===== src/rtl/ica_pkg.sv =====
package ica_pkg;

   localparam int ANGLE_FRAC_BITS_DEF = 16;
   localparam int CORDIC_STEPS_DEF    = 18;
   localparam int PERIOD_DIVISOR      = 1000;
   localparam int TABLE_LEN           = 24;
   localparam int PRE_SHIFT           = 14;

   localparam logic [15:0] ALPHA_MIN   = 16'd32768;
   localparam logic [15:0] ALPHA_MAX   = 16'd65470;
   localparam logic [15:0] ALPHA_RESET = 16'd64225;
   localparam logic [9:0]  PERIOD_RESET = 10'd5;

   localparam logic CSR_ALPHA  = 1'b0;
   localparam logic CSR_PERIOD = 1'b1;

   localparam logic MODE_SAMPLE = 1'b0;
   localparam logic MODE_CLEAR  = 1'b1;

   // item handed from front to back
   typedef struct packed {
      logic        mode;
      logic signed [15:0] accel_x;
      logic signed [15:0] accel_y;
      logic signed [15:0] accel_z;
      logic signed [15:0] rate_x;
      logic signed [15:0] rate_y;
      logic signed [15:0] rate_z;
      logic        accel_ok;
   } item_type;

   // atan(2^-i) in degrees, unsigned q.24
   function automatic logic [29:0] atan_q24(input logic [4:0] i);
      logic [29:0] t;
      unique case (i)
         5'd0:  t = 30'd754974720;
         5'd1:  t = 30'd445687602;
         5'd2:  t = 30'd235489088;
         5'd3:  t = 30'd119537938;
         5'd4:  t = 30'd60000934;
         5'd5:  t = 30'd30029717;
         5'd6:  t = 30'd15018523;
         5'd7:  t = 30'd7509720;
         5'd8:  t = 30'd3754917;
         5'd9:  t = 30'd1877466;
         5'd10: t = 30'd938734;
         5'd11: t = 30'd469367;
         5'd12: t = 30'd234684;
         5'd13: t = 30'd117342;
         5'd14: t = 30'd58671;
         5'd15: t = 30'd29335;
         5'd16: t = 30'd14668;
         5'd17: t = 30'd7334;
         5'd18: t = 30'd3667;
         5'd19: t = 30'd1833;
         5'd20: t = 30'd917;
         5'd21: t = 30'd458;
         5'd22: t = 30'd229;
         5'd23: t = 30'd115;
         default: t = 30'd0;
      endcase
      return t;
   endfunction

endpackage


===== src/rtl/ica_if.sv =====
interface ica_req_if;
   logic        valid;
   logic        ready;
   logic        mode;
   logic signed [15:0] accel_x;
   logic signed [15:0] accel_y;
   logic signed [15:0] accel_z;
   logic signed [15:0] rate_x;
   logic signed [15:0] rate_y;
   logic signed [15:0] rate_z;
   modport source (output valid, mode, accel_x, accel_y, accel_z, rate_x, rate_y, rate_z,
                   input ready);
   modport sink (input valid, mode, accel_x, accel_y, accel_z, rate_x, rate_y, rate_z,
                 output ready);
endinterface



===== src/rtl/ica_front.sv =====
// accepts samples, classifies free fall, two-entry queue toward the back end
module ica_front (
   input  logic clock,
   input  logic reset,
   ica_req_if.sink req,
   output logic q_valid,
   input  logic q_pop,
   output ica_pkg::item_type q_item
);
   import ica_pkg::*;

   item_type q_ff [2];
   item_type q_in;
   logic [1:0] cnt_ff, cnt_in;
   logic rd_ff, rd_in, wr_ff, wr_in;
   logic push;
   logic [33:0] sq_x, sq_y, sq_z;
   logic [35:0] n2;
   logic [49:0] n2s;

   assign req.ready = (cnt_ff != 2'd2);
   assign push = req.valid && req.ready;
   assign q_valid = (cnt_ff != 2'd0);
   assign q_item = q_ff[rd_ff];

   // free fall test: |a|^2 * 10000 >= 4096^2
   always_comb begin
      sq_x = 34'(unsigned'(32'(req.accel_x * req.accel_x)));
      sq_y = 34'(unsigned'(32'(req.accel_y * req.accel_y)));
      sq_z = 34'(unsigned'(32'(req.accel_z * req.accel_z)));
      n2 = 36'(sq_x) + 36'(sq_y) + 36'(sq_z);
      n2s = 50'(n2) * 50'd10000;
      q_in.mode = req.mode;
      q_in.accel_x = req.accel_x;
      q_in.accel_y = req.accel_y;
      q_in.accel_z = req.accel_z;
      q_in.rate_x = req.rate_x;
      q_in.rate_y = req.rate_y;
      q_in.rate_z = req.rate_z;
      q_in.accel_ok = (n2s >= 50'd16777216);
      cnt_in = cnt_ff + 2'(push) - 2'(q_pop);
      rd_in = rd_ff ^ q_pop;
      wr_in = wr_ff ^ push;
   end

   always_ff @(posedge clock) begin
      if (push) q_ff[wr_ff] <= q_in;
      if (reset) begin
         cnt_ff <= '0;
         rd_ff <= 1'b0;
         wr_ff <= 1'b0;
      end else begin
         cnt_ff <= cnt_in;
         rd_ff <= rd_in;
         wr_ff <= wr_in;
      end
   end
endmodule


===== src/flat_wrapper.sv =====
// flat-port wrapper written by rule: the top's interface ports become plain ports
module ica_front_flat import ica_pkg::*;
  (clock, reset, q_valid, q_pop, q_item, req_valid, req_mode, req_accel_x, req_accel_y, req_accel_z, req_rate_x, req_rate_y, req_rate_z, req_ready);
  ica_req_if req_i ();
  input  logic clock;
  input  logic reset;
  output logic q_valid;
  input  logic q_pop;
  output ica_pkg::item_type q_item;
  input wire logic [$bits(req_i.valid)-1:0] req_valid;
  input wire logic [$bits(req_i.mode)-1:0] req_mode;
  input wire logic [$bits(req_i.accel_x)-1:0] req_accel_x;
  input wire logic [$bits(req_i.accel_y)-1:0] req_accel_y;
  input wire logic [$bits(req_i.accel_z)-1:0] req_accel_z;
  input wire logic [$bits(req_i.rate_x)-1:0] req_rate_x;
  input wire logic [$bits(req_i.rate_y)-1:0] req_rate_y;
  input wire logic [$bits(req_i.rate_z)-1:0] req_rate_z;
  output wire logic [$bits(req_i.ready)-1:0] req_ready;
  assign req_i.valid = req_valid;
  assign req_i.mode = req_mode;
  assign req_i.accel_x = req_accel_x;
  assign req_i.accel_y = req_accel_y;
  assign req_i.accel_z = req_accel_z;
  assign req_i.rate_x = req_rate_x;
  assign req_i.rate_y = req_rate_y;
  assign req_i.rate_z = req_rate_z;
  assign req_ready = req_i.ready;
  ica_front u_core (.clock(clock), .reset(reset), .req(req_i), .q_valid(q_valid), .q_pop(q_pop), .q_item(q_item));
endmodule

===== config.mk =====
export PLATFORM = sky130hd
export DESIGN_NAME = ica_front_flat
export DESIGN_NICKNAME = d
export VERILOG_FILES = /design/src/rtl/ica_pkg.sv /design/src/rtl/ica_if.sv /design/src/rtl/ica_front.sv /design/src/flat_wrapper.sv
export SDC_FILE = /design/constraint.sdc
export NUM_CORES = 2
export LEC_CHECK = 0
export BUFFER_PORTS_ARGS = -buffer_cell sky130_fd_sc_hd__clkbuf_2
export CORE_MARGIN = 2
export CORE_UTILIZATION = 59
export CTS_CLUSTER_SIZE = 24
export DETAILED_ROUTE_END_ITERATION = 6
export PLACE_DENSITY_LB_ADDON = 0.08
export SYNTH_ARGS = -nofsm -noshare
export SYNTH_HDL_FRONTEND = slang
export SYNTH_SLANG_ARGS = --single-unit

===== constraint.sdc =====
create_clock -name clock -period 13.5 [get_ports clock]
set_input_delay 2.025 -clock clock [delete_from_list [all_inputs] [get_ports clock]]
set_output_delay 2.025 -clock clock [all_outputs]
set_load 0.02 [all_outputs]

==> results_dict.tcl <==
set metrics [dict create \
    fin_crit_sh_pct 102 \
    reg2reg_depth 5 \
    period_minus_slack_ns 13.78 \
    synth_compound_area_share_pct 7.58 \
    synth_fp_nets 5451 \
    ant_nets 0 \
    cp_slowest_cell "fa_1" \
    clk_latency_ns 0.51 \
    worst-endpoint-required_ns 13.75 \
    dp_hpwl_um 79600 \
    synthSimpleGateAreaFrac_pct 8.88 \
    nFillCells 5401 \
    hp-class "reg2reg" \
    critPathKind "in2reg" \
    die_h_um 269 \
    drv_slew 0 \
    first_pass_iters 7 \
    rsz0062_at_grt "yes" \
    synth-seq-cells 200 \
    crit_family "adder cells" \
    synth_top_family_by_area "adder cells" \
    path_max_fanout 9 \
    synth.mux.area_fraction_pct 2.78 \
    whs_ns 0.573 \
    routed_via_density 5.12 \
    dr_total_vias 30300 \
    overflow 0 \
    async_flop_share_pct 0 \
    hold_start "u_core.cnt_ff[1]" \
    wirelength_um 92400 \
    whs_path_depth 2 \
    start_util_pct 59.4 \
    finalSetupTns_ns -0.568 \
    synth.avg_cell_area_um2 10.1 \
    netlist_area_um2 41500 \
    hold_viol_final 0 \
    r2r_start "u_core.cnt_ff[0]" \
    ys_types 81 \
    setup.reg_to_reg.worst_slack_ns 10.97 \
    layout-drive-gt1-share_pct 24.2 \
    io_buffers 200 \
    status "finished with violations" \
    dieArea_um2 72500 \
    crit_arrival_ns 14.04 \
    place_inst 5849 \
    drtIter0Drc 1271 \
    drcViolationCount 1 \
    failed_checks "DRC, setup timing" \
    synth-edff-count 196 \
    cp_num_buf_inv 14 \
    syn2layout_area_growth_pct 21.5 \
    place_congestion 0.883 \
    cts_max_level 4 \
    track_usage_pct 27.2 \
    relSlewSlack_pct 45.1 \
    cts_buffers 17 \
    cts_root_buffer "clkbuf_16" \
    wire_per_inst_um 15.6 \
    ioPinCount 201 \
    clk_pin_slew_ns 0.11 \
    grt_pass1_wl_um 160000 \
    path_depth 56 \
    core_um2 69900 \
    multi_input_area_um2 32200 \
    tritoncts "built" \
    max_freq_ghz 0.0725 \
    instances_no_fill 5917 \
    cpMostUsedCell "fa_1" \
    finClkSkew_ns 0.0214 \
    holdPathEnd "u_core.cnt_ff[1]" \
    grt_pass1_vias 33100 \
    fp.dieW_um 269 \
    end_kind "register" \
    ys.flop_type "edfxtp_1" \
    worstMarginPinSlew_ns 0.823 \
    critPathLaunchType "input pin" \
    ff_latch_area_um2 5970 \
    cts_sinks 200 \
    setup_slack_ns -0.284 \
    placementRows 97 \
    syn_inst 4105 \
    synth_fa_ha_area_share_pct 52.1 \
    maxCapViolCount 0 \
    nets 6309 \
    yosys_warnings 0 \
    grt_max_degree 54 \
    cpPeakStageDelay_ns 0.59 \
    synth_xor_area_share_pct 4.16 \
    seq_area_frac_synth_pct 14.4 \
    worst_r2r_endpoint "u_core.q_ff[1][70]" \
    clk_path_buf_depth 2 \
    setup_violations 2 \
    grt_antenna_before_repair 4 \
]
## cell usage after synthesis (5+ instances only)
cell type	count	share of area, %
a211o_1	8	0.17
a211oi_1	16	0.29
a21o_1	80	1.4
a21oi_1	131	1.6
a31o_2	5	0.11
a31oi_1	15	0.23
and2_1	154	2.3
and3_1	17	0.26
clkbuf_1	81	0.73
edfxtp_1	196	14
fa_1	807	39
ha_1	438	13
inv_1	1038	9.4
mux2_2	99	2.7
nand2_1	281	2.5
nand2b_1	29	0.44
nand3_1	37	0.45
nand3b_1	8	0.14
nand4_1	13	0.20
nor2_1	159	1.4
nor2b_1	20	0.30
nor3_1	27	0.33
o211ai_1	9	0.16
o21a_1	31	0.56
o21ai_0	60	0.72
o21ai_1	12	0.14
o21bai_1	21	0.38
o22ai_1	5	0.075
o31a_1	6	0.13
o31ai_1	9	0.16
or2_2	5	0.075
or3_1	8	0.12
xnor2_1	144	3.0
xor2_1	53	1.1
## area by class of cell
type | count | area share [%]
clock buffer | 18 | 0.851
inverter | 1039 | 7.74
antenna | 1 | 0.00496
multi-input combinational | 2784 | 63.8
sequential | 200 | 11.8
tap | 940 | 2.33
clock inverter | 14 | 0.352
timing repair buffer | 921 | 13.1
## tightest hold or removal path, stage by stage, from the launching register on
cell and delay, ns:
dfxtp_1 0.39, xnor2_1 0.09, nor2_1 0.07
## metrics by stage
stage / worst slack, ns / utilization, % / area, um2
2_1_floorplan: -0.354 / - / 41800
3_3_place_gp: -1.09 / 69.8 / 48800
3_5_place_dp: -1.15 / 69.8 / 48800
4_1_cts: -0.0734 / 71.8 / 50200
5_1_grt: -0.742 / 72.2 / 50400
6_report: -0.284 / 72.2 / 50400
## sequential cells by signal, summed over array words and instances (netlist names)
| register | flops |
|---|---|
| u_core.cnt_ff | 2 |
| u_core.rd_ff | 1 |
| u_core.q_ff | 196 |
| u_core.wr_ff | 1 |
## layer usage
metal  track usage [%]  share of wire [%]
met1              35.1                 42
met2              48.5                 52
met3              3.13                3.3
met4              8.08                2.9
met5                 0              0.014
## cell usage in the layout, fill, tap and decap left out, types with 7 or more instances in the layout
master	Yosys	final
inv_1	1038	1030
fa_1	807	805
buf_4	0	713
ha_1	438	415
nand2_1	281	274
edfxtp_1	196	196
clkbuf_2	0	182
and2_1	154	150
nor2_1	159	150
xnor2_1	144	131
a21oi_1	131	109
mux2_2	99	99
a21o_1	80	80
xor2_1	53	52
o21ai_0	60	49
nand3_1	37	36
o21a_1	31	30
nand2b_1	29	29
nor3_1	27	26
a21oi_2	2	22
nor2b_1	20	20
ha_4	0	20
clkbuf_16	0	20
o21bai_1	21	19
o21ai_1	12	18
and3_1	17	16
nand4_1	13	13
a31oi_1	15	12
xnor2_2	0	12
a211oi_1	16	10
nor2_2	0	9
o211ai_1	9	9
nand3b_1	8	8
inv_2	1	8
a211o_1	8	8
clkbuf_4	0	8
or3_1	8	7
buf_6	0	7
## worst max-delay path by stage
stage | from | endpoint
after floorplan | req_accel_y[1] | u_core.q_ff[0][0]
after global placement | req_accel_x[3] | u_core.q_ff[0][0]
after detailed placement | req_accel_x[3] | u_core.q_ff[1][0]
after CTS | req_accel_y[10] | u_core.q_ff[1][0]
after global routing | req_accel_y[3] | u_core.q_ff[1][0]
final | req_accel_x[5] | u_core.q_ff[1][0]
## repair_timing
item / CTS / global route
pin swaps: 104 / 39
endpoints found under the hold margin: 0 / 0
gates resized for setup: 118 / 49
cloned: 0 / 0
hold buffers: 0 / 0
setup buffers: 26 / 9
setup endpoints to repair: 2 / 2
## logic make-up (layout without fill, tap and decap cells)
family	after synthesis	in the layout
and+or+nand+nor	772	772
adders and majority gates	1245	1245
AOI/OAI and AO/OA	467	467
other	0	1
DFF	200	200
buffers and inverters	1121	1992
muxes	103	103
xor gates and xnor gates	197	197
Power is not shown: default switching activity piles up to over one toggle a cycle in this logic, so the estimate is an artifact.
